**src/hdl/geo_mul_rnd.sv**
```systemverilog
// Two-stage signed multiplier with round-half-away-from-zero right shift.
module geo_mul_rnd #(
  parameter int unsigned AW = 52,
  parameter int unsigned BW = 33,
  parameter int unsigned SH = 30,
  parameter int unsigned RW = 52
) (
  input  logic                 clk_i,
  input  logic signed [AW-1:0] a_i,
  input  logic signed [BW-1:0] b_i,
  output logic signed [RW-1:0] p_o
);

  localparam int unsigned LW = AW / 2;
  localparam int unsigned UW = AW - LW;
  localparam int unsigned PW = AW + BW;

  logic [AW-1:0]    ua;
  logic [BW-1:0]    ub;
  logic [UW+BW-1:0] ph_d, ph_q;
  logic [LW+BW-1:0] pl_d, pl_q;
  logic             neg_q;
  logic [PW-1:0]    sum;
  logic [PW-SH-1:0] mag;
  logic signed [RW-1:0] p_d, p_q;

  // Split the magnitude of a into two partial products
  always_comb begin
    ua   = a_i[AW-1] ? (~a_i + 1'b1) : a_i;
    ub   = b_i[BW-1] ? (~b_i + 1'b1) : b_i;
    ph_d = (UW+BW)'(ua[AW-1:LW]) * (UW+BW)'(ub);
    pl_d = (LW+BW)'(ua[LW-1:0]) * (LW+BW)'(ub);
  end

  // Merge, round the magnitude, then apply the sign
  always_comb begin
    sum = (PW'(ph_q) << LW) + PW'(pl_q) + (PW'(1) << (SH - 1));
    mag = sum[PW-1:SH];
    p_d = neg_q ? -RW'(mag) : RW'(mag);
  end

  always_ff @(posedge clk_i) begin
    ph_q  <= ph_d;
    pl_q  <= pl_d;
    neg_q <= a_i[AW-1] ^ b_i[BW-1];
    p_q   <= p_d;
  end

  assign p_o = p_q;

endmodule

```
**config.mk**
```make
export PLATFORM = sky130hd
export DESIGN_NAME = geo_mul_rnd
export DESIGN_NICKNAME = d
export VERILOG_FILES = /design/src/hdl/geo_mul_rnd.sv
export SDC_FILE = /design/constraint.sdc
export NUM_CORES = 2
export LEC_CHECK = 0
export ABC_AREA = 1
export BUFFER_PORTS_ARGS = -buffer_cell sky130_fd_sc_hd__buf_2
export CORE_MARGIN = 4
export CORE_UTILIZATION = 30
export CTS_CLUSTER_SIZE = 16
export DETAILED_ROUTE_END_ITERATION = 6
export HOLD_SLACK_MARGIN = 0.02
export SYNTH_ARGS = -nofsm -noshare
export SYNTH_HDL_FRONTEND = slang
export SYNTH_SLANG_ARGS = --single-unit
```
**constraint.sdc**
```tcl
create_clock -name clk_i -period 15.8 [get_ports clk_i]
set_input_delay 1.58 -clock clk_i [delete_from_list [all_inputs] [get_ports clk_i]]
set_output_delay 1.58 -clock clk_i [all_outputs]
set_load 0.01 [all_outputs]
```
== Word-level counts from Yosys, hierarchy flattened ==
Cells that the tools add are included.
Storage, ports and cells
  logic and storage cells: 17
  output and inout port bits: 52
  register bits: 168
  input bits: 86
Cells by class
  multiply operators: 2
  $add $sub $neg: 5
  muxes and demuxes: 3
  bitwise gates (word level): 3
Operator list (number)
  52-bit 2-to-1 mux: 2
  82-bit by 30-bit adder with 82-bit output, second input constant: 1
  82-bit by 59-bit adder with 82-bit output: 1
  26-bit by 33-bit multiplier with 59-bit output: 1
  26-bit by 33-bit multiplier with 56-bit output: 1
  52-bit by 1-bit adder with 52-bit output, second input constant: 1
  52-bit negation: 1
  52-bit NOT: 1
  33-bit by 1-bit adder with 33-bit output, second input constant: 1
  33-bit 2-to-1 mux: 1
  33-bit NOT: 1
  1-bit XOR: 1

== Longest topological paths before layout ==
  depth after elaboration: 4
  gate-level depth with buffers: 45
  depth with buffers taken out: 43

== Least setup slack after synthesis ==
OpenSTA, ideal clock, no wires.
  kind: in2reg
  start: in a_i[0]
  end: reg ph_q[50]
  cell stages on the path: 40
  buffers on the path: 3
  slack: 6.554 ns
  data arrival time: 9.126 ns
  required time: 15.680 ns
  path through: inv_2 > clkbuf_1 > ha_1 > inv_1 > nor2_1 > nand3_1 > nor2_1 > nand3_1 > nor2_1 > nand3_1 > nor2_2 > nand2_1 > nand2_1 > xnor2_1 > inv_1 > buf_2 > buf_4 > nor2_1 > [... 4 more ...] > fa_1 > inv_1 > fa_1 > fa_1 > inv_1 > fa_1 > inv_1 > ha_1 > nand2_1 > nor2_1 > nand3_1 > inv_1 > nand4_1 > o21ai_0 > a21boi_0 > o21ai_0 > a21oi_1 > xnor2_1
Between the ends
  word-level cells in the longest chain between the ends: 4
Ends and longest elaborated chain
  start, declared: RTL line 9  | input logic signed [AW-1:0] a_i,
  52-bit NOT: RTL line 29  | ua = a_i[AW-1] ? (~a_i + 1'b1) : a_i;
  52-bit by 1-bit adder with 52-bit output: RTL line 29
  52-bit 2-to-1 mux: RTL line 29
  26-bit by 33-bit multiplier with 56-bit output: RTL line 31  | ph_d = (UW+BW)'(ua[AW-1:LW]) * (UW+BW)'(ub);
  named net ph_d[50]: RTL line 20  | logic [UW+BW-1:0] ph_d, ph_q;
  end signal, assigned: RTL line 43  | ph_q <= ph_d;
  end, declared: RTL line 20
The timed path passes the listed nets, and every way through them passes these cells.

== Final worst setup path ==
  start: in a_i[0]
  end: reg ph_q[51]
Same word-level chain as after synthesis.

==> flow_results.xml <==
<?xml version="1.0" encoding="UTF-8"?>
<metrics>
  <group name="critical_path">
    <metric name="worst_path_most_repeated_cell" unit="">nand2_1</metric>
    <metric name="critical_path.slowest_cell" unit="">clkinv_1</metric>
    <metric name="r2r_cells" unit="">19</metric>
    <metric name="path_max_fanout" unit="">30</metric>
    <metric name="end_kind" unit="">flip-flop</metric>
    <metric name="startpoint" unit="">a_i[0]</metric>
    <metric name="max_stage_delay" unit="ns">1.12</metric>
    <metric name="worst-endpoint-required" unit="ns">16.17</metric>
    <metric name="setup.worst_path.start_class" unit="">input port</metric>
    <metric name="worst_ep_arrival_time" unit="ns">12.55</metric>
    <metric name="regToRegStartpoint" unit="">pl_q[57]</metric>
    <metric name="setup.worst_path.class" unit="">input port to flip-flop</metric>
  </group>
  <group name="flow_run">
    <metric name="max_cap_viol_count" unit="">0</metric>
  </group>
  <group name="timing">
    <metric name="post_route_fraction_of_the_period_consumed_by_the_critical_path" unit="%">77.1</metric>
    <metric name="setup-tns-final" unit="ns">0</metric>
    <metric name="final-setup-viol-count" unit="">0</metric>
    <metric name="grt_setup_unrepaired" unit="">no</metric>
    <metric name="fmax" unit="GHz">0.0821</metric>
    <metric name="maxSlewHeadroom" unit="%">6.76</metric>
    <metric name="fin_crit_period" unit="ns">12.18</metric>
    <metric name="timing_hold_violations_final" unit="">0</metric>
    <metric name="worst_pin_slew" unit="ns">1.38</metric>
    <metric name="timing.final.max_slew_violations" unit="">0</metric>
    <metric name="worst_clock_skew" unit="ns">0.0164</metric>
  </group>
  <group name="yosys">
    <metric name="synth_edf_count" unit="">0</metric>
    <metric name="yosys_register_bits" unit="">142</metric>
    <metric name="nets_in_the_synthesized_netlist" unit="">10500</metric>
    <metric name="post_synth_num_cell_types" unit="">56</metric>
    <metric name="synth-seq-area-share" unit="%">4.39</metric>
    <metric name="netlist_instances" unit="">8484</metric>
    <metric name="post_synth.cell_area_avg" unit="µm²">7.63</metric>
    <metric name="mappedNetlistArea" unit="mm²">0.0647</metric>
    <metric name="share_of_async_settable_or_async_resettable_flops_after_synthesis" unit="%">0</metric>
    <metric name="count_of_synthesis_stage_warnings_from_yosys" unit="">0</metric>
    <metric name="ys.flop_type" unit="">dfxtp_1</metric>
  </group>
  <group name="placed_design">
    <metric name="placedCellCount" unit="">11300</metric>
    <metric name="dpl.hpwl" unit="µm">205000</metric>
    <metric name="port_buffers" unit="">137</metric>
    <metric name="place_congestion" unit="">1.01</metric>
    <metric name="detailed_place.area" unit="mm²">0.0687</metric>
  </group>
  <group name="clock_network">
    <metric name="clk_pin_slew" unit="ns">0.08</metric>
    <metric name="root_buffer" unit="">clkbuf_16</metric>
    <metric name="ctsLongestPathBuffers" unit="">2</metric>
    <metric name="cts_tree" unit="">done</metric>
    <metric name="postCtsResizedCells" unit="">0</metric>
    <metric name="cts.sinks" unit="">142</metric>
    <metric name="cts.repair_timing.setup_buffer_count" unit="">0</metric>
    <metric name="hold_buf_count_cts" unit="">0</metric>
    <metric name="clkLatencyLatePin" unit="ns">0.48</metric>
    <metric name="cts-buffers-inserted" unit="">17</metric>
    <metric name="htree_levels" unit="">4</metric>
  </group>
  <group name="routing">
    <metric name="post_drt_via_cell_ratio" unit="">4.96</metric>
    <metric name="dr.max_layer_used" unit="">met5</metric>
    <metric name="dr.first_iter.drc_count" unit="">4972</metric>
    <metric name="met2_wirelength" unit="µm">108000</metric>
    <metric name="dr_wl_met3" unit="µm">28700</metric>
    <metric name="routed-via-count" unit="">56000</metric>
    <metric name="route.detailed.wl_per_inst" unit="µm">22.5</metric>
    <metric name="dr_drc_count" unit="">0</metric>
    <metric name="met1_length" unit="µm">101000</metric>
    <metric name="postRouteAntennaNets" unit="">0</metric>
    <metric name="totalWireLength" unit="µm">254000</metric>
    <metric name="drt-pass1-iter-count" unit="">6</metric>
  </group>
  <group name="floorplanning">
    <metric name="die_area" unit="mm²">0.223</metric>
    <metric name="row_count" unit="">170</metric>
    <metric name="core_area" unit="mm²">0.215</metric>
    <metric name="initial_utilization" unit="%">30.2</metric>
    <metric name="die_height" unit="µm">472</metric>
    <metric name="io_pins" unit="">138</metric>
    <metric name="die_width" unit="µm">472</metric>
  </group>
  <group name="grt">
    <metric name="grt_start_max_net_pins" unit="">56</metric>
    <metric name="grt_pass1_wl" unit="µm">378000</metric>
    <metric name="grt_overflow" unit="">0</metric>
    <metric name="initial_antenna_violation_count" unit="">19</metric>
    <metric name="globalRouteTotalUtil" unit="%">22.8</metric>
    <metric name="vias_in_the_first_global_route" unit="">58800</metric>
  </group>
  <group name="layout">
    <metric name="layout-area-overhead-vs-synth" unit="%">7.16</metric>
    <metric name="most-common-layout-cells" unit="">2120 x inv_1, 1955 x nand2_1, 1481 x fa_1</metric>
    <metric name="layout.cell_area.non_filler" unit="mm²">0.0693</metric>
    <metric name="layout.cells.most_common" unit="">inv_1</metric>
    <metric name="fin_nets" unit="">10400</metric>
    <metric name="drive_gt1_share" unit="%">5.26</metric>
    <metric name="final_core_utilization" unit="%">32.3</metric>
    <metric name="final-instance-count-excl-fill" unit="">11300</metric>
  </group>
  <group name="run_status">
    <metric name="run_status" unit="">finished, final reports clean</metric>
  </group>
  <group name="worst_hold_path">
    <metric name="worstHoldStart" unit="">ph_q[51]</metric>
    <metric name="timing.hold.worst.class" unit="">flip-flop to flip-flop</metric>
    <metric name="timing.hold.worst_path_depth" unit="">4</metric>
  </group>
</metrics>
-- metrics by stage --
stage	hold WS (ns)	worst slack, ns
4_1_cts	0.776	3.87
2_1_floorplan	0.522	6.55
5_1_grt	0.824	3.15
6_report	0.787	3.62
3_5_place_dp	0.759	3.37
3_3_place_gp	0.741	3.47
-- synthesized netlist by cell type, types with 10 or more instances --
master    number  area, µm²
or2_2         19        119
fa_1        1481      29600
o21a_1        11       82.6
nand3_1      160        801
ha_1         439       5490
buf_1         22       82.6
clkbuf_1     246        923
nand2_2       27        169
o21ai_0      110        551
nor2_2        27        169
o21bai_1      11       82.6
xor2_1       125       1090
nor3_1        50        250
o21ai_1       10       50.1
inv_1       2126       7980
dfxtp_1      142       2840
nand3b_1      16        120
nand4_1       62        388
inv_2         31        116
buf_2         37        185
a31oi_1       20        125
o211ai_1      11       82.6
nor2_1      1004       3770
nand2_1     1957       7350
a21oi_1      168        841
clkinv_1      15       56.3
xnor2_1       47        412
nor4_1        18        113
-- path summary, 6_finish.rpt --
path | endpoint | slack (ns)
min | p_o[47] | 0.79
min reg2reg | p_o[47] | 0.79
max reg2reg | p_o[46] | 11.96
max | ph_q[51] | 3.62
-- per-layer routing --
metal	up-vias	track usage [%]
li1	24300	-
met1	28100	29.8
met2	3014	34.4
met3	636	6.48
met4	14	11.4
met5	-	0
-- worst max-delay path, delay by kind of cell --
family	cells	cell delay [ns]
buf+inv	10	2.22
xor+xnor	1	0.26
simple gates	16	3.21
fa+ha+maj	9	4.02
compound gates	3	1.20
-- cells by family (layout without fill, tap and decap cells) --
kind of cell	count (synthesis)	count (layout)	share of synthesized area [%]
AOI/OAI and AO/OA	382	382	3.33
xor gates and xnor gates	173	173	2.35
adders and majority gates	1920	1920	54.3
buffers and inverters	2486	2455	14.6
DFF	142	142	4.39
other	0	10	0
and+or+nand+nor	3381	3381	21.0
-- registers in the layout (all words and copies together), names as in the netlist --
| name | flops |
|---|---|
| neg_q | 1 |
| p_o | 52 |
| ph_q | 56 |
| pl_q | 33 |
-- final cells by class --
class	instances	area [µm²]
Antenna cell	10	25.0
Tap cell	2838	3550
Clock inverter	13	190
Inverter	2172	8150
Timing Repair Buffer	253	1560
Fill cell	22900	145000
Multi-Input combinational cell	5856	52600
Clock buffer	17	425
Sequential cell	142	2840
Power is left out: the tool's default activity adds up to more than one toggle a clock period on the data nets, which glitch-free logic cannot reach.
