## src/hdl/geo_pkg.sv

```systemverilog
// Shared widths, constants, beat types and the arctangent table of the geodetic converter.
package geo_pkg;

  // Field and datapath widths
  localparam int unsigned AngW   = 32;  // binary angle
  localparam int unsigned HW     = 28;  // height in mm
  localparam int unsigned OutW   = 34;  // ECEF coordinate in mm
  localparam int unsigned SemiW  = 33;  // semi-major axis in mm
  localparam int unsigned FlatW  = 34;  // flattening, Q40
  localparam int unsigned CfgW   = 34;  // widest register
  localparam int unsigned E2W    = 36;  // e2, Q40
  localparam int unsigned OmeW   = 41;  // 1 - e2, Q40
  localparam int unsigned XW     = 43;  // rotator vector, Q40 plus growth
  localparam int unsigned ZW     = 34;  // residual angle
  localparam int unsigned TrigW  = 33;  // sine and cosine, Q30
  localparam int unsigned SqW    = 63;  // radicand 4d
  localparam int unsigned RootW  = 32;  // square root, Q31
  localparam int unsigned QuoW   = 50;  // prime-vertical radius, Q16 mm
  localparam int unsigned PosW   = 52;  // Q16 mm positions

  // Rotator start vector: the inverse gain in Q40
  localparam logic signed [XW-1:0] X0 = XW'(64'd667681662976);

  // Configuration register indexes
  localparam logic CfgSemiMajor  = 1'b0;
  localparam logic CfgFlattening = 1'b1;

  // Arctangent of 2^-i in units of 2^-32 turn
  localparam int unsigned AtanLen = 48;
  localparam logic [31:0] AtanTab [AtanLen] = '{
    32'd536870912, 32'd316933406, 32'd167458907, 32'd85004756, 32'd42667331,
    32'd21354465, 32'd10679838, 32'd5340245, 32'd2670163, 32'd1335087,
    32'd667544, 32'd333772, 32'd166886, 32'd83443, 32'd41722, 32'd20861,
    32'd10430, 32'd5215, 32'd2608, 32'd1304, 32'd652, 32'd326, 32'd163,
    32'd81, 32'd41, 32'd20, 32'd10, 32'd5, 32'd3, 32'd1, 32'd1, 32'd0,
    32'd0, 32'd0, 32'd0, 32'd0, 32'd0, 32'd0, 32'd0, 32'd0, 32'd0, 32'd0,
    32'd0, 32'd0, 32'd0, 32'd0, 32'd0, 32'd0
  };

  // One rotator lane
  typedef struct packed {
    logic signed [XW-1:0] x;
    logic signed [XW-1:0] y;
    logic signed [ZW-1:0] z;
  } rot_t;

  // Data riding along the rotator row
  typedef struct packed {
    logic                 flip_lat;
    logic                 flip_lon;
    logic signed [HW-1:0] h;
  } tag_t;

  // Square root cell beat
  typedef struct packed {
    logic [SqW-1:0]   rem;
    logic [RootW-1:0] root;
  } sqrt_t;

  // Divider cell beat
  typedef struct packed {
    logic [RootW-1:0] rem;
    logic [RootW-1:0] den;
    logic [QuoW-1:0]  quo;
    logic [2:0]       abits;
  } div_t;

  // Trig results and height carried past the radius unit
  typedef struct packed {
    logic signed [TrigW-1:0] sl;
    logic signed [TrigW-1:0] cl;
    logic signed [TrigW-1:0] so;
    logic signed [TrigW-1:0] co;
    logic signed [HW-1:0]    h;
  } side_t;

endpackage

```

## src/hdl/geo_div_cell.sv

```systemverilog
// One quotient bit of the pipelined restoring divider.
module geo_div_cell (
  input  logic           clk_i,
  input  logic           rst_ni,
  input  logic           valid_i,
  input  geo_pkg::div_t  dv_i,
  output logic           valid_o,
  output geo_pkg::div_t  dv_o
);
  import geo_pkg::*;

  logic             valid_q;
  logic [RootW:0]   trial;
  div_t             dv_d, dv_q;

  // Shift in the next dividend bit and subtract the divisor when it fits
  always_comb begin
    trial       = {dv_i.rem, dv_i.abits[2]};
    dv_d.den    = dv_i.den;
    dv_d.abits  = {dv_i.abits[1:0], 1'b0};
    if (trial >= {1'b0, dv_i.den}) begin
      dv_d.rem = RootW'(trial - {1'b0, dv_i.den});
      dv_d.quo = {dv_i.quo[QuoW-2:0], 1'b1};
    end else begin
      dv_d.rem = trial[RootW-1:0];
      dv_d.quo = {dv_i.quo[QuoW-2:0], 1'b0};
    end
  end

  always_ff @(posedge clk_i or negedge rst_ni) begin
    if (!rst_ni) begin
      valid_q <= 1'b0;
    end else begin
      valid_q <= valid_i;
    end
  end

  always_ff @(posedge clk_i) begin
    dv_q <= dv_d;
  end

  assign valid_o = valid_q;
  assign dv_o    = dv_q;

endmodule

```

## config.mk

```make
export PLATFORM = sky130hd
export DESIGN_NAME = geo_div_cell
export DESIGN_NICKNAME = d
export VERILOG_FILES = /design/src/hdl/geo_pkg.sv /design/src/hdl/geo_div_cell.sv
export SDC_FILE = /design/constraint.sdc
export NUM_CORES = 1
export LEC_CHECK = 0
export ABC_AREA = 1
export BUFFER_PORTS_ARGS = -buffer_cell sky130_fd_sc_hd__buf_4
export CAP_MARGIN = 10
export CELL_PAD_IN_SITES_DETAIL_PLACEMENT = 1
export CELL_PAD_IN_SITES_GLOBAL_PLACEMENT = 2
export CORE_MARGIN = 2
export CORE_UTILIZATION = 27
export DETAILED_ROUTE_END_ITERATION = 10
export GPL_TIMING_DRIVEN = 0
export MAX_ROUTING_LAYER = met4
export PLACE_DENSITY_LB_ADDON = 0.25
export SLEW_MARGIN = 30
export SYNTH_ARGS = -nofsm -noshare
export SYNTH_HDL_FRONTEND = slang
export SYNTH_SLANG_ARGS = --single-unit
```

## constraint.sdc

```tcl
create_clock -name clk_i -period 1 [get_ports clk_i]
set_input_delay 0.05 -clock clk_i [delete_from_list [all_inputs] [get_ports clk_i]]
set_output_delay 0.05 -clock clk_i [all_outputs]
set_load 0.1 [all_outputs]
```

# Word level (Yosys, flattened, before mapping)

Cells that the tools add are included.

Register bits after elaboration: 117
Logic and storage cells: 9
Output and inout bits: 118
Bits of input ports: 120

Multiplexer cells: 2
Add/subtract/negate cells: 1
$lt $le $gt $ge: 1

Operators by type and width:

| operator       | number |
|---|---|
| $ge 33x32->1   | 1 |
| $mux 32        | 1 |
| $sub 32x32->32 | 1 |
| $mux 1         | 1 |

# Depth between registers and ports, before layout

Gate-level depths: netlist of the first run.

Depth in word-level cells: 2
Mapped depth: 16
Mapped depth without buffers: 14

# Least setup slack after synthesis of the first run

OpenSTA, ideal clock, no wires.

Path type: input to register
Start: in dv_i[2] (netlist bit)
End: reg dv_q (netlist bit dv_o[101])
Path slack: -0.522 ns
Stages on the path: 13
Data required time: 0.888 ns
Arrival time: 1.410 ns
Cells stage by stage: inv_1 ha_1 fa_1 inv_1 nand3_1 nand3_1 nand2_1 nand3_1 nand3_1 nand2_1 nand2_1 nand3_2 nand2_1

RTL lines:

| item                   | line               | text |
|---|---|---|
| start: declaration     | geo_div_cell.sv:6  | `input geo_pkg::div_t dv_i,` |
| end signal: assignment | geo_div_cell.sv:39 | `dv_q <= dv_d;` |
| end: declaration       | geo_div_cell.sv:14 | `div_t dv_d, dv_q;` |

==> run_results.csv, run 1 <==
group,metric,value,unit
min_path,min_path_type,"primary input to flip-flop",
yosys,synth.avg_cell_area,7.202,um2
route,drc,0,
pwr,ir_worst_vdd,1.170,mV
grt,antenna_found_initial,0,
yosys,synth.area.top_cells,"dfxtp_1 (42%), nand2_1 (19%), inv_1 (10%)",
floorplanning,core,20230,um2
setup_path,path_max_fanout,7,
placed_design,dpl.hpwl,15.78,mm
yosys,synth_edf_count,0,
route,ant_nets,0,
layout,stdcell_count,1477,
setup_path,cp-end-kind,"flip-flop",
timing,tns,-10140,ps
layout,nets,1347,
floorplanning,num_rows,52,
yosys,ys_ff_latch,117,
timing,post-route-period-util,135.4,%
timing,drv_slew,0,
setup_path,arrival,1660,ps
yosys,synth_top_cells_by_count,"nand2_1 (276), inv_1 (149), dfxtp_1 (116)",
placed_design,portBuffers,235,
yosys,synth-main-ff-cell,"dfxtp_1",
grt,grt_pass1_vias,7408,
timing,period_minus_slack,1354,ps
pwr,power.density,1630,nW/um2
setup_path,critPathSlowestCell,"ha_4",
grt,grt_pass1_wl,43.63,mm
yosys,yosysSeqAreaShare,42.27,%
placed_design,dp.cells,1276,
yosys,synth_cell_types,32,
floorplanning,chipWidth,147.4,um
yosys,synth_largest_area_cell,"dfxtp_1",
yosys,yosysWarningCount,0,
route,vias,6595,
layout,area_growth,135.3,%
grt,grt_max_degree,17,
clock_network,tritoncts,"yes",
clock_network,htreeDepth,4,
floorplanning,die_h,147.4,um
route,vias_per_cell,4.465,
yosys,async_flop_share,0.8547,%
route,wl,30.60,mm
route,dr.pass1.iters,4,
clock_network,clockBufferDepth,2,
setup_path,critPathMaxStageDelay,230,ps
yosys,syn_area,5553,um2
clock_network,cts_buffers,17,
layout,diodes,0,
setup_path,crit_path_start_kind,"primary input",
floorplanning,start_util,27.44,%
grt,grt_usage,27.20,%
pwr,leakage,0.006225,uW
setup_path,required,1310,ps
floorplanning,die_area,21730,um2
timing,setup_violations,79,
min_path,holdPathStages,5,
yosys,yosysMostFrequentCell,"nand2_1",
timing,rsz0062_at_grt,"true",
run,maxCapViolCount,0,
yosys,syn-num-nets,924,
clock_network,clockRootBuffer,"clkbuf_16",
pwr,power,21300,uW
yosys,synth_top_cell_area_share,41.82,%
clock_network,path_clk_slew,70,ps
yosys,synth_cells,771,
timing,max_freq,0.7387,GHz
setup_path,cp_common_cell,"nand2_2",
setup_path,cp_cell_sequence,"buf_4, inv_2, ha_4, nand2_2, nand2_2, nand2_1, nand2_2, inv_2, nand2_2, inv_2, nand2_4, nand2_8, nand2_8, buf_8, nand2_1, nand2_1",
route,drt_iter0_drc,234,
setup_path,critical_path_class,"primary input to flip-flop",
clock_network,cts.sinks,117,
floorplanning,io_pins,238,
timing,hold_viol,0,
outcome,violations,"setup timing",
outcome,outcome,"finished, violations left",
grt,gr-total-overflow,0,
timing,setup_ws,-353.7,ps
placed_design,gp_congestion,0.8372,
layout,layout-drive-gt1-share,58.16,%
route,wl_per_cell,20.72,um
cells in the final DEF, fill, tap and decap left out, types with 8 or more instances in the layout:
cell type / count
ha_4: 32
a21oi_1: 14
buf_6: 44
nand2_2: 63
dlygate4sd3_1: 118
inv_4: 23
nor2_4: 14
buf_12: 121
dfxtp_2: 114
inv_1: 107
buf_8: 9
nand3_2: 30
nand2_1: 183
buf_4: 118
clkbuf_16: 20
nand3b_1: 10
nand2_4: 34
and2_1: 8
nor2_1: 19
inv_2: 21
xor2_1: 13
nand3_4: 14
nand3_1: 24
cells by family after synthesis:
group	synth area share (%)
flops	42.27
fa+ha+maj	7.571
compound gates	2.208
simple gates	33.80
xor+xnor	2.208
buf+inv	11.87
other cells	0.06753
layer usage:
metal  vias to the layer above  global-route usage, %  wire length [um]
met5                         -                      -                 0
met4                         0                  6.731               643
met3                        45                  5.432              1477
met2                       211                  50.30             16580
met1                      3160                  29.93             11900
li1                       3179                      -                 -
worst max-delay path: cells and delay by family:
family / cells / cell delay [ps]
and+or+nand+nor: 10 / 850
buffers and inverters: 5 / 530
adders and majority gates: 1 / 230
final timing paths:
check / from / to / slack (ps)
hold / removal: dv_i[53] / dv_o[85] / 20
setup / recovery: dv_i[67] / dv_o[98] / -350
min in group asynchronous: rst_ni / valid_o / 480
max in group asynchronous: rst_ni / valid_o / 420
metrics by stage:
stage	setup WS (ps)	util (%)	hold WS (ps)	cell area, um2
2_1_floorplan	-414.4	-	-245.6	6012
3_3_place_gp	-932.5	40.10	-175.2	8114
3_5_place_dp	-950.7	40.10	-173.7	8114
4_1_cts	-189.7	62.56	-47.04	12660
5_1_grt	-445.1	64.57	25.41	13070
6_report	-353.7	64.57	16.68	13070
flip-flops by register name, summed over array words and instances (netlist names):
name     flops
dv_o       116
valid_o      1
report_power, final:
| part | switching (uW) | total [uW] | internal (uW) |
|---|---|---|---|
| sequential | 411 | 5620 | 5210 |
| combinational | 5810 | 9570 | 3760 |
| clock | 2810 | 6120 | 3310 |
layout make-up:
class | instances | area [um2]
clock buffers | 18 | 439.2
plain buffers | 10 | 147.6
fillers | 2105 | 7168
multi-input cells | 491 | 3789
repair buffers | 405 | 5102
clock inverters | 14 | 120.1
inverters | 152 | 633.1
well taps | 270 | 337.8
flip-flops and latches | 117 | 2497
timing repair:
action | 4_1_cts | 5_1_grt
pin swaps | 48 | 15
hold endpoints to repair | 117 | 1
endpoints found under the setup margin | 150 | 144
hold buffers | 117 | 1
setup buffers | 46 | 1
cloned | 2 | 3
gates resized for setup | 728 | 76
Power figures use the tool's default switching activity.
==> inputs of run 2 (changes only) <==
==> constraint.sdc (replaced) <==
create_clock -name clk_i -period 1 [get_ports clk_i]
set_input_delay 0.25 -clock clk_i [delete_from_list [all_inputs] [get_ports clk_i]]
set_output_delay 0.25 -clock clk_i [all_outputs]
set_load 0.1 [all_outputs]
==> run 2 against run 1 <==
Effect of this change:
- the flow still finishes with violations (setup timing)
- global-route usage down 4.2 points
- power grew 0.81%
- non-clock buffer count decreased by 44
- flip-flop and latch count did not move
- utilization fell by 2.9 points
- worst setup slack got worse by 200 ps
- critical path type unchanged
==> run_results.csv, run 2 (same netlist as run 1, synthesis figures left out) <==
group,metric,value,unit
layout,layout-drive-gt1-share,58.38,%
clock_network,clockRootBuffer,"clkbuf_16",
grt,grt_pass1_wl,37.03,mm
clock_network,htreeDepth,4,
floorplanning,chipWidth,147.4,um
timing,setup_ws,-551.3,ps
placed_design,gp_congestion,0.8237,
route,vias_per_cell,4.423,
outcome,violations,"setup timing",
clock_network,cts_buffers,17,
min_path,min_from,"dv_i[98]",
route,wl_per_cell,19.60,um
floorplanning,core,20230,um2
grt,grt_max_degree,17,
floorplanning,start_util,27.44,%
route,ant_nets,0,
timing,holdWs,34.78,ps
layout,largest_register_ffs,116,
placed_design,portBuffers,235,
route,wl,28.11,mm
grt,grt_usage,23.00,%
timing,period_minus_slack,1551,ps
clock_network,tritoncts,"yes",
floorplanning,num_rows,52,
placed_design,placed_area,8244,um2
layout,utilization,61.71,%
layout,final_area,12490,um2
grt,antenna_found_initial,1,
timing,post-route-period-util,155.1,%
grt,gr-total-overflow,0,
clock_network,path_clk_slew,70,ps
placed_design,dpl.hpwl,15.73,mm
setup_path,crit_path_start_kind,"primary input",
floorplanning,io_pins,238,
min_path,min_path_type,"primary input to flip-flop",
outcome,outcome,"finished, violations left",
placed_design,dp_slack,-1115,ps
pwr,leakage,0.006008,uW
timing,drv_slew,0,
pwr,ir_worst_vdd,1.322,mV
layout,nets,1303,
layout,layout_commonest_cell,"nand2_1",
pwr,power.density,1720,nW/um2
clock_network,clockBufferDepth,2,
clock_network,cts.sinks,117,
min_path,min_to,"dv_o[99]",
timing,tns,-40170,ps
layout,area_growth,124.9,%
setup_path,path_max_fanout,5,
timing,hold_viol,0,
layout,final_cell_mix,"nand2_1 (188), buf_4 (131), buf_12 (121), dfxtp_2 (113), inv_1 (108)",
floorplanning,die_area,21730,um2
layout,nFillCells,2130,
route,drc,0,
timing,rsz0062_at_grt,"true",
route,dr.pass1.iters,5,
route,vias,6343,
run,maxCapViolCount,0,
setup_path,critical_path_class,"primary input to flip-flop",
timing,max_freq,0.6446,GHz
setup_path,arrival,1870,ps
grt,grt_pass1_vias,6608,
setup_path,required,1320,ps
setup_path,cp-end-kind,"flip-flop",
floorplanning,die_h,147.4,um
route,drt_iter0_drc,203,
min_path,holdPathStages,3,
timing,setup_violations,150,
==> run 2: cell count changes in the layout (fill, tap and decap cells not counted), sizes merged <==
| cell | previous run | this run |
|---|---|---|
| clkinvlp | 3 | 2 |
| dlygate4sd3 | 118 | 85 |
| buf | 294 | 284 |
| inv | 158 | 155 |
| bufinv | 0 | 3 |
| diode | 0 | 1 |
==> run 2: worst max-delay path by stage <==
| stage | slack [ps] | depth (start not counted) | startpoint | to |
|---|---|---|---|---|
| floorplan | -610 | 15 | dv_i[86] | dv_o[109] |
| global placement | -1120 | 14 | dv_i[2] | dv_o[113] |
| detailed placement | -1120 | 14 | dv_i[2] | dv_o[113] |
| CTS | -430 | 13 | dv_i[107] | dv_o[98] |
| global route | -650 | 16 | dv_i[69] | dv_o[102] |
| finish | -550 | 16 | dv_i[69] | dv_o[102] |
==> run 2: metrics by stage <==
step                std cells  power, uW
finish                   1434      21480
global route             1434      22210
CTS                      1414      19850
detailed placement       1276      12080
global placement         1276      12030
floorplan                 771      10380
==> run 2: cell type report <==
type | count | area [um2] | area share (%)
buffer | 8 | 112.6 | 0.9019
clock inverter | 13 | 171.4 | 1.373
clock buffer | 19 | 442.9 | 3.547
multi-input combinational | 491 | 3694 | 29.58
sequential | 117 | 2497 | 20.00
inverter | 152 | 618.1 | 4.950
antenna | 1 | 2.502 | 0.02004
timing repair buffer | 363 | 4609 | 36.92
tap | 270 | 337.8 | 2.706
==> run 2: routing by layer <==
metal / up-vias / share of wire [%] / GRT usage (%)
met5: - / 0 / -
met4: 0 / 2.1 / 6.394
met3: 39 / 4.8 / 5.802
met2: 194 / 54 / 41.24
met1: 3024 / 39 / 25.33
li1: 3086 / - / -
==> run 2: worst max-delay path, stage by stage <==
cell	delay [ps]
buf_8	80
inv_6	40
ha_4	310
nand2_1	110
nand2_2	90
inv_1	40
nand2_1	100
inv_1	60
nand2_2	90
inv_2	50
nand2_4	70
nand2_4	80
buf_6	160
buf_8	130
nand3_1	120
nand2_2	80
==> run 2: timing repair <==
item | in CTS | in global routing
pin swaps | 35 | 65
endpoints found under the setup margin | 150 | 150
setup buffers | 20 | 19
hold endpoints to repair | 85 | 0
hold buffers | 85 | 0
cloned | 2 | 2
gates resized for setup | 251 | 392
==> run 2: where the power goes <==
part           total (uW)  switching (uW)  internal [uW]
Clock                6680            2660           4020
Sequential           5610             398           5210
Combinational        9190            5620           3570
Total               21500            8680          12800
