### src/hdl/geo_pkg.sv
// Shared widths, constants, beat types and the arctangent table of the geodetic converter.
package geo_pkg;

  // Field and datapath widths
  localparam int unsigned AngW   = 32;  // binary angle
  localparam int unsigned HW     = 28;  // height in mm
  localparam int unsigned OutW   = 34;  // ECEF coordinate in mm
  localparam int unsigned SemiW  = 33;  // semi-major axis in mm
  localparam int unsigned FlatW  = 34;  // flattening, Q40
  localparam int unsigned CfgW   = 34;  // widest register
  localparam int unsigned E2W    = 36;  // e2, Q40
  localparam int unsigned OmeW   = 41;  // 1 - e2, Q40
  localparam int unsigned XW     = 43;  // rotator vector, Q40 plus growth
  localparam int unsigned ZW     = 34;  // residual angle
  localparam int unsigned TrigW  = 33;  // sine and cosine, Q30
  localparam int unsigned SqW    = 63;  // radicand 4d
  localparam int unsigned RootW  = 32;  // square root, Q31
  localparam int unsigned QuoW   = 50;  // prime-vertical radius, Q16 mm
  localparam int unsigned PosW   = 52;  // Q16 mm positions

  // Rotator start vector: the inverse gain in Q40
  localparam logic signed [XW-1:0] X0 = XW'(64'd667681662976);

  // Configuration register indexes
  localparam logic CfgSemiMajor  = 1'b0;
  localparam logic CfgFlattening = 1'b1;

  // Arctangent of 2^-i in units of 2^-32 turn
  localparam int unsigned AtanLen = 48;
  localparam logic [31:0] AtanTab [AtanLen] = '{
    32'd536870912, 32'd316933406, 32'd167458907, 32'd85004756, 32'd42667331,
    32'd21354465, 32'd10679838, 32'd5340245, 32'd2670163, 32'd1335087,
    32'd667544, 32'd333772, 32'd166886, 32'd83443, 32'd41722, 32'd20861,
    32'd10430, 32'd5215, 32'd2608, 32'd1304, 32'd652, 32'd326, 32'd163,
    32'd81, 32'd41, 32'd20, 32'd10, 32'd5, 32'd3, 32'd1, 32'd1, 32'd0,
    32'd0, 32'd0, 32'd0, 32'd0, 32'd0, 32'd0, 32'd0, 32'd0, 32'd0, 32'd0,
    32'd0, 32'd0, 32'd0, 32'd0, 32'd0, 32'd0
  };

  // One rotator lane
  typedef struct packed {
    logic signed [XW-1:0] x;
    logic signed [XW-1:0] y;
    logic signed [ZW-1:0] z;
  } rot_t;

  // Data riding along the rotator row
  typedef struct packed {
    logic                 flip_lat;
    logic                 flip_lon;
    logic signed [HW-1:0] h;
  } tag_t;

  // Square root cell beat
  typedef struct packed {
    logic [SqW-1:0]   rem;
    logic [RootW-1:0] root;
  } sqrt_t;

  // Divider cell beat
  typedef struct packed {
    logic [RootW-1:0] rem;
    logic [RootW-1:0] den;
    logic [QuoW-1:0]  quo;
    logic [2:0]       abits;
  } div_t;

  // Trig results and height carried past the radius unit
  typedef struct packed {
    logic signed [TrigW-1:0] sl;
    logic signed [TrigW-1:0] cl;
    logic signed [TrigW-1:0] so;
    logic signed [TrigW-1:0] co;
    logic signed [HW-1:0]    h;
  } side_t;

endpackage

### src/hdl/geo_cordic_cell.sv
// One rotation-mode CORDIC micro-rotation for the latitude and longitude lanes.
module geo_cordic_cell #(
  parameter int unsigned Stage = 0
) (
  input  logic                  clk_i,
  input  logic                  rst_ni,
  input  logic                  valid_i,
  input  geo_pkg::rot_t [1:0]   rot_i,
  input  geo_pkg::tag_t         tag_i,
  output logic                  valid_o,
  output geo_pkg::rot_t [1:0]   rot_o,
  output geo_pkg::tag_t         tag_o
);
  import geo_pkg::*;

  localparam logic signed [ZW-1:0] Atan = ZW'(AtanTab[Stage]);

  logic        valid_q;
  rot_t [1:0]  rot_d, rot_q;
  tag_t        tag_q;

  // Rotate each lane toward zero residual angle
  always_comb begin
    for (int l = 0; l < 2; l++) begin
      if (!rot_i[l].z[ZW-1]) begin
        rot_d[l].x = rot_i[l].x - (rot_i[l].y >>> Stage);
        rot_d[l].y = rot_i[l].y + (rot_i[l].x >>> Stage);
        rot_d[l].z = rot_i[l].z - Atan;
      end else begin
        rot_d[l].x = rot_i[l].x + (rot_i[l].y >>> Stage);
        rot_d[l].y = rot_i[l].y - (rot_i[l].x >>> Stage);
        rot_d[l].z = rot_i[l].z + Atan;
      end
    end
  end

  // Advance the valid flag
  always_ff @(posedge clk_i or negedge rst_ni) begin
    if (!rst_ni) begin
      valid_q <= 1'b0;
    end else begin
      valid_q <= valid_i;
    end
  end

  // Hand the beat to the next cell
  always_ff @(posedge clk_i) begin
    rot_q <= rot_d;
    tag_q <= tag_i;
  end

  assign valid_o = valid_q;
  assign rot_o   = rot_q;
  assign tag_o   = tag_q;

endmodule

### config.mk
export PLATFORM = sky130hd
export DESIGN_NAME = geo_cordic_cell
export DESIGN_NICKNAME = d
export VERILOG_FILES = /design/src/hdl/geo_pkg.sv /design/src/hdl/geo_cordic_cell.sv
export SDC_FILE = /design/constraint.sdc
export NUM_CORES = 1
export LEC_CHECK = 0
export ABC_CLOCK_PERIOD_IN_PS = 800
export BUFFER_PORTS_ARGS = -buffer_cell sky130_fd_sc_hd__buf_2
export CORE_UTILIZATION = 37
export DETAILED_ROUTE_END_ITERATION = 16
export SYNTH_ARGS = -nofsm -noshare
export SYNTH_HDL_FRONTEND = slang
export SYNTH_SLANG_ARGS = --single-unit
### constraint.sdc
create_clock -name clk_i -period 0.8 [get_ports clk_i]
set_clock_uncertainty 0.05 [all_clocks]
set_input_delay 0 -clock clk_i [delete_from_list [all_inputs] [get_ports clk_i]]
set_output_delay 0 -clock clk_i [all_outputs]
set_load 0.1 [all_outputs]
; Yosys cells after proc, flatten, opt, wreduce, memory -nomap -nowiden
; Index checks and enable logic that the tools add are counted.
[totals]
latch_bits = 0
rom_bits = 0
n_memories = 0
ram_bits = 0
output_inout_bits = 271
regBits = 271
elab_cells = 22
inputBits = 273
[classes]
reduce_logical = 0
order_cmp = 0
n_shift = 0
eq_ne = 0
multipliers = 0
add_sub_neg = 10
n_div = 0
n_mux = 2
n_bitwise = 0
[ops]
columns = cell, count
row1 = $mux 120, 2
row2 = $sub 43x43->43, 4
row3 = $add 43x43->43, 2
row4 = $add 34x31->34 const B, 2
row5 = $sub 34x31->34 const B, 2

; Longest topological paths before layout
; Gate-level depths: netlist of the first run.
[depth]
ltp_word = 2
ltp_mapped = 13
depth_no_buf = 13

; Least setup slack after synthesis of the first run
; OpenSTA, ideal clock, no wires.
[synth_timing]
path_kind = input-to-reg
start = in rot_i[34] (netlist name)
end = reg rot_q, in the netlist rot_o[72]
required_time_ns = 0.620
t_arrival_ns = 2.525
path_stages = 12
slack_ns = -1.905
setup_ns = 0.130
path_buffers = 0
path_cell_list = ha_1 > fa_1 > nor2b_1 > o21ai_0 > a21o_1 > o211ai_1 > a211o_1 > a21oi_2 > o211ai_1 > a311oi_1 > mux2i_1 > xnor2_1
[synth_lines]
columns = element, line
row1 = from (decl), geo_cordic_cell.sv:8  ; input geo_pkg::rot_t [1:0] rot_i,
row2 = to (signal assigned), geo_cordic_cell.sv:48  ; rot_q <= rot_d;
row3 = to (decl), geo_cordic_cell.sv:19  ; rot_t [1:0] rot_d, rot_q;

==> summary.txt, run 1 <==
status - finished with violations
failing checks - negative hold slack, negative setup slack
largest cells by area after synthesis - dfxtp_1 26%, ha_1 16%, a21oi_1 7.9%
hold crit path type - input port to flip-flop
DR vias - 28400
CTS buffer count - 35
Crit path arrival time - 2.87 ns
IO buf count - 543
slowest library cell on the worst path - a2111oi_4
# fillers - 3407
DR iter-0 viols - 2188
Seq/Total Area, Yosys - 26.0%
residual DRC count - 0
P&R area growth vs syn - 110%
CTS HTree Levels - 2
worst path cell trace - buf_12 -> inv_12 -> ha_4 -> nor3b_4 -> o31ai_4 -> a2111o_1 -> a2111oi_4 -> nor3_2 -> o31ai_4 -> buf_6 -> buf_4 -> buf_6 -> a21o_1 -> a21oi_2 -> mux2i_1 -> xnor2_1
routability cong. - 1.02
worst path bufs/invs - 5
WL/cell - 23.3 um
met3 routed WL - 8.19 mm
core area - 55200 um^2
drt pass-1 iters - 6
Synth cell types - 81
leading cell type in the layout, fill and taps excluded - buf_4
Synthesized Nets - 3200
crit share post-route - 303%
worst setup path start - rot_i[35]
Leak - 20.3 nW
fmax - 413 MHz
Congestion Overflow GR - 0
Max Used Layer - met5
WS Path Type - input port to flip-flop
gr usage total - 38.6%
largest net degree at the start of global routing - 28
clk sinks - 269
hold buffer count at cts - 107
CTS tree - built
Chip Height - 239 um
final wirelength - 119 mm
worst hold slack - -0.263 ns
first-pass GRT wire length - 169 mm
Worst path depth - 16
Worst Hold Launch - rot_i[29]
Final nets - 4884
M1 wire length - 42.5 mm
Starting Density - 37.6%
Top FF cell, synth - dfxtp_1
sw frac - 46.4%
crit path time final - 2.42 ns
worst vdd ir - 1.99 mV
RSZ-0062 raised after global routing - yes
Tightest Pin Transition - 0.694 ns
Chip Width - 239 um
row cnt - 86
Setup violations, final - 437
Clock Path Buffers - 3
clock root buffer - clkbuf_16
fin. max-slew vios - 0
critical path's top delay family - compound AO/OA/AOI/OAI gates
post-DR vias/cell - 5.54
syn avg cell area - 7.80 um^2
crit-path max FO - 3
I/O Pins - 544
initial antenna violation count - 12
commonest non-fill, non-tap cells in the layout - 1019 x buf_4, 292 x buf_12, 264 x dfxtp_2, 235 x a21oi_1, 233 x buf_2
Cell Int Power - 49.6 mW
routed wl met2 - 59.2 mm
Post-Syn Instances - 2661
slowest stage delay, CP - 0.50 ns
DRT antenna net count - 0
clock slew at reported path FFs - 0.06 ns
hpwl dp - 86.2 mm
register bit total from synthesis - 269
Synth warnings - 0
asr flop ratio synth - 0.372%
share of power burned in registers - 20.3%
relative slew slack - 53.3%
NetSw - 42.9 mW
final hold violation count - 50
setup slack at placement - -2.27 ns
die area - 57000 um^2
post-synthesis instance area - 20700 um^2
Max Cap Viol - 0
share of layout cells above drive strength 1 - 57.9%
Post-synth EDFFs - 0
top-area cell type share of the netlist area - 25.9%
CP endpoint kind - flip-flop
Power Total - 92.5 mW
Worst Slack Setup Final - -1.62 ns
crit start category - input port
Comb power frac - 59.8%
vias in the first global route - 29400
clock network fraction of total power - 19.8%
largest area contributor in the netlist - dfxtp_1
CP required - 1.24 ns
CP Capture Point - rot_o[65]$_DFF_P_
PD cells - 2120 nW/um^2
-- how the worst min path moves through the flow --
stage	slack [ns]	end	cells past startpoint
final	-0.26	rot_o[30]$_DFF_P_	2
after global routing	-0.26	rot_o[30]$_DFF_P_	2
after CTS	-0.29	rot_o[30]$_DFF_P_	2
after detailed placement	-0.27	valid_o$_DFF_PN0_	1
after global placement	-0.28	valid_o$_DFF_PN0_	1
after floorplan	-0.35	valid_o$_DFF_PN0_	0
-- layout make-up --
cell class | instances | area (um^2) | area share [%]
Tap cell | 748 | 936 | 2.15
Multi-Input combinational cell | 1997 | 17400 | 39.9
Clock inverter | 23 | 344 | 0.789
Sequential cell | 269 | 5730 | 13.1
Antenna cell | 6 | 15.0 | 0.0344
Timing Repair Buffer | 1761 | 17000 | 39.0
Clock buffer | 41 | 950 | 2.18
Inverter | 281 | 1220 | 2.80
-- sequential cells by signal, indices dropped and copies added, names as in the netlist --
name	flops
rot_o	238
valid_o	1
tag_o	30
-- what timing repair did --
item,in CTS,in global routing
buffers inserted,85,52
pin swaps,211,191
setup endpoints to repair,431,440
gates resized for setup,424,239
hold endpoints to repair,166,41
-- metal layers --
metal,vias up,global-route usage (%)
li1,12700,-
met4,12,24.1
met2,1531,69.9
met5,-,0
met3,584,5.40
met1,13600,42.1
-- synth_stat cells (all sizes together), types with 50 or more instances --
library cell and number:
a21o 53, a21oi 328, buf 50, clkbuf 64, dfxtp 268, ha 258
inv 277, nand2 144, nor2 223, o21ai 193, o21bai 60, xnor2 148
-- logic make-up after synthesis --
group / synth area share [%]
and+or+nand+nor: 14.3
AOI/OAI and AO/OA: 26.6
adders and majority gates: 16.3
DFF: 26.0
muxes: 2.44
buffers and inverters: 7.31
xor gates and xnor gates: 6.97
-- power by group through the flow --
stage	Combinational (mW)	Clock, mW	Sequential (mW)
after global routing	56.8	18.9	19.0
after global placement	49.5	0	18.9
after floorplan	11.0	0	34.9
final	55.3	18.4	18.8
after detailed placement	49.8	0	19.0
after CTS	52.7	18.2	18.7
-- metrics by stage --
step                      TNS (ns)  instances  hold WS, ns  cell area [um^2]  utilization [%]
final                      -281.46       5126       -0.263             43600             79.0
after CTS                  -262.49       5084       -0.288             42300             76.6
after global routing       -292.60       5125       -0.255             43600             79.0
after floorplan            -175.87       2661       -0.346             22800                -
after global placement     -277.95       4848       -0.275             37400             67.8
after detailed placement   -285.67       4848       -0.272             37400             67.8
Note: power is estimated with default switching activity, not from simulation.
==> inputs of run 2 (changes only) <==
--- a/config.mk
+++ b/config.mk
@@ -8,6 +8,7 @@
 export ABC_CLOCK_PERIOD_IN_PS = 800
 export BUFFER_PORTS_ARGS = -buffer_cell sky130_fd_sc_hd__buf_2
 export CORE_UTILIZATION = 37
+export CTS_BUF_LIST = sky130_fd_sc_hd__clkbuf_8 sky130_fd_sc_hd__clkbuf_16
 export DETAILED_ROUTE_END_ITERATION = 16
 export SYNTH_ARGS = -nofsm -noshare
 export SYNTH_HDL_FRONTEND = slang
==> run 2 against run 1 <==
Compared with the run above:
- the run still ends with negative hold slack, negative setup slack left
- sequential cell count unchanged
- largest cell class unchanged
- global-route usage is the same
- first-iteration DRC count about the same
- wire length hardly changed
- critical path depth stayed put
- count of clock-buffer cells in the layout shrank 2
==> summary.txt, run 2 (synthesis results as in run 1) <==
status - finished with violations
failing checks - negative hold slack, negative setup slack
Chip Width - 239 um (unchanged)
worst vdd ir - 1.99 mV (about the same)
DRT antenna net count - 0 (unchanged)
CP required - 1.24 ns (about the same)
placed cells - 4848 (unchanged)
IO buf count - 543 (unchanged)
leading cell type in the layout, fill and taps excluded - buf_4
max reg flops - 238 (unchanged)
WL/cell - 23.2 um (about the same)
Max Cap Viol - 0 (unchanged)
crit start category - input port
final wirelength - 119 mm (about the same)
worst path cell trace - buf_12 -> inv_12 -> ha_4 -> nor3b_4 -> o31ai_4 -> a2111o_1 -> a2111oi_4 -> nor3_2 -> o31ai_4 -> buf_6 -> buf_4 -> buf_6 -> a21o_1 -> a21oi_2 -> mux2i_1 -> xnor2_1
critical path's top delay family - compound AO/OA/AOI/OAI gates
CTS HTree Levels - 2 (unchanged)
DR iter-0 viols - 2190 (+0.091%)
share of layout cells above drive strength 1 - 57.9% (unchanged)
PD cells - 2120 nW/um^2 (about the same)
row cnt - 86 (unchanged)
RSZ-0062 raised after global routing - yes
setup TNS - -281.47 ns (-0.0100 ns)
CTS buffer count - 35 (unchanged)
Min-Delay Endpoint - rot_o[30]$_DFF_P_
gr usage total - 38.6% (unchanged)
fin. max-slew vios - 0 (unchanged)
I/O Pins - 544 (unchanged)
Hold Path Stages - 2 (unchanged)
DR vias - 28400 (+0.028%)
clock slew at reported path FFs - 0.06 ns (about the same)
Worst Slack Setup Final - -1.62 ns (+0.00263 ns)
worst path bufs/invs - 5 (unchanged)
crit path time final - 2.42 ns (-0.00263 ns)
Comb power frac - 59.8% (about the same)
hold crit path type - input port to flip-flop
residual DRC count - 0 (unchanged)
fmax - 413 MHz (+0.11%)
routability cong. - 1.02 (unchanged)
CTS tree - built
final hold violation count - 50 (unchanged)
drt pass-1 iters - 6 (unchanged)
Cell Int Power - 49.6 mW (about the same)
sw frac - 46.4% (about the same)
Chip Height - 239 um (unchanged)
Clock Path Buffers - 3 (unchanged)
WS Path Type - input port to flip-flop
CP endpoint kind - flip-flop
Worst Hold Launch - rot_i[29]
worst hold slack - -0.264 ns (-0.000494 ns)
NetSw - 42.9 mW (about the same)
Crit path arrival time - 2.87 ns (about the same)
P&R area growth vs syn - 110% (unchanged)
initial antenna violation count - 12 (unchanged)
Congestion Overflow GR - 0 (unchanged)
slowest stage delay, CP - 0.49 ns (about the same)
# fillers - 3407 (unchanged)
clock network fraction of total power - 19.8% (about the same)
Tightest Pin Transition - 0.653 ns (-0.0406 ns)
Power Total - 92.5 mW (about the same)
core area - 55200 um^2 (unchanged)
slowest library cell on the worst path - a2111oi_4
clk sinks - 269 (unchanged)
dpl cell area - 37400 um^2 (unchanged)
crit-path max FO - 3 (unchanged)
commonest non-fill, non-tap cells in the layout - 1019 x buf_4, 292 x buf_12, 264 x dfxtp_2, 235 x a21oi_1, 234 x inv_1
die area - 57000 um^2 (unchanged)
Leak - 20.3 nW (about the same)
hpwl dp - 86.2 mm (unchanged)
Final Non-Filler Cells - 5126 (unchanged)
post-DR vias/cell - 5.55 (about the same)
first-pass GRT wire length - 169 mm (unchanged)
share of power burned in registers - 20.3% (about the same)
crit share post-route - 303% (-0.33 points)
largest net degree at the start of global routing - 28 (unchanged)
hold buffer count at cts - 107 (unchanged)
utilization after layout - 79.0% (unchanged)
clock root buffer - clkbuf_16
Final nets - 4884 (unchanged)
cell area after layout - 43600 um^2 (unchanged)
Setup violations, final - 437 (unchanged)
Starting Density - 37.6% (unchanged)
vias in the first global route - 29400 (unchanged)
relative slew slack - 56.0% (+2.7 points)
[run 2: changes by cell type in the layout (fill, tap and decap cells not counted)]
cell and delta:
clkbuf_1 -2, inv_1 +2
[run 2: power by group through the flow]
| stage | Sequential (mW) | Combinational, mW | Clock (mW) |
|---|---|---|---|
| finish | 18.8 | 55.3 | 18.4 |
| global route | 19.0 | 56.8 | 18.9 |
| CTS | 18.7 | 52.7 | 18.2 |
| detailed placement | 19.0 | 49.8 | 0 |
| global placement | 18.9 | 49.5 | 0 |
| floorplan | 34.9 | 11.0 | 0 |
[run 2: how the worst max path moves through the flow]
stage / endpoint / slack (ns) / start / cells past startpoint
final: rot_o[65]$_DFF_P_ / -1.62 / rot_i[35] / 16
after global routing: rot_o[112]$_DFF_P_ / -1.71 / rot_i[35] / 14
after CTS: rot_o[115]$_DFF_P_ / -1.47 / rot_i[34] / 13
after detailed placement: rot_o[112]$_DFF_P_ / -2.27 / rot_i[35] / 13
after global placement: rot_o[225]$_DFF_P_ / -2.20 / rot_i[159] / 15
after floorplan: rot_o[112]$_DFF_P_ / -1.65 / rot_i[81] / 12
[run 2: timing repair]
action	CTS	global route
setup endpoints to repair	431	440
hold endpoints to repair	166	42
buffers inserted	85	52
pin swaps	211	191
resized for setup	424	239
[run 2: through the flow]
step	hold WS (ns)	setup WS (ns)
CTS	-0.288	-1.47
global placement	-0.275	-2.20
finish	-0.264	-1.62
detailed placement	-0.272	-2.27
floorplan	-0.346	-1.65
global route	-0.255	-1.71
[run 2: layer usage]
layer / GRT usage [%] / wire (um)
met5: 0 / 75
met4: 24.1 / 9260
met3: 5.40 / 8230
met2: 69.9 / 59200
met1: 42.1 / 42400
[run 2: area by class of cell]
cell class,count,area (um^2),share of cell area [%]
antenna,6,15.0,0.0344
clock buffer,39,942,2.16
clock inverter,25,352,0.806
inverter,281,1220,2.80
multi-input combinational,1997,17400,39.9
sequential,269,5730,13.1
tap,748,936,2.15
timing repair buffer,1761,17000,39.0
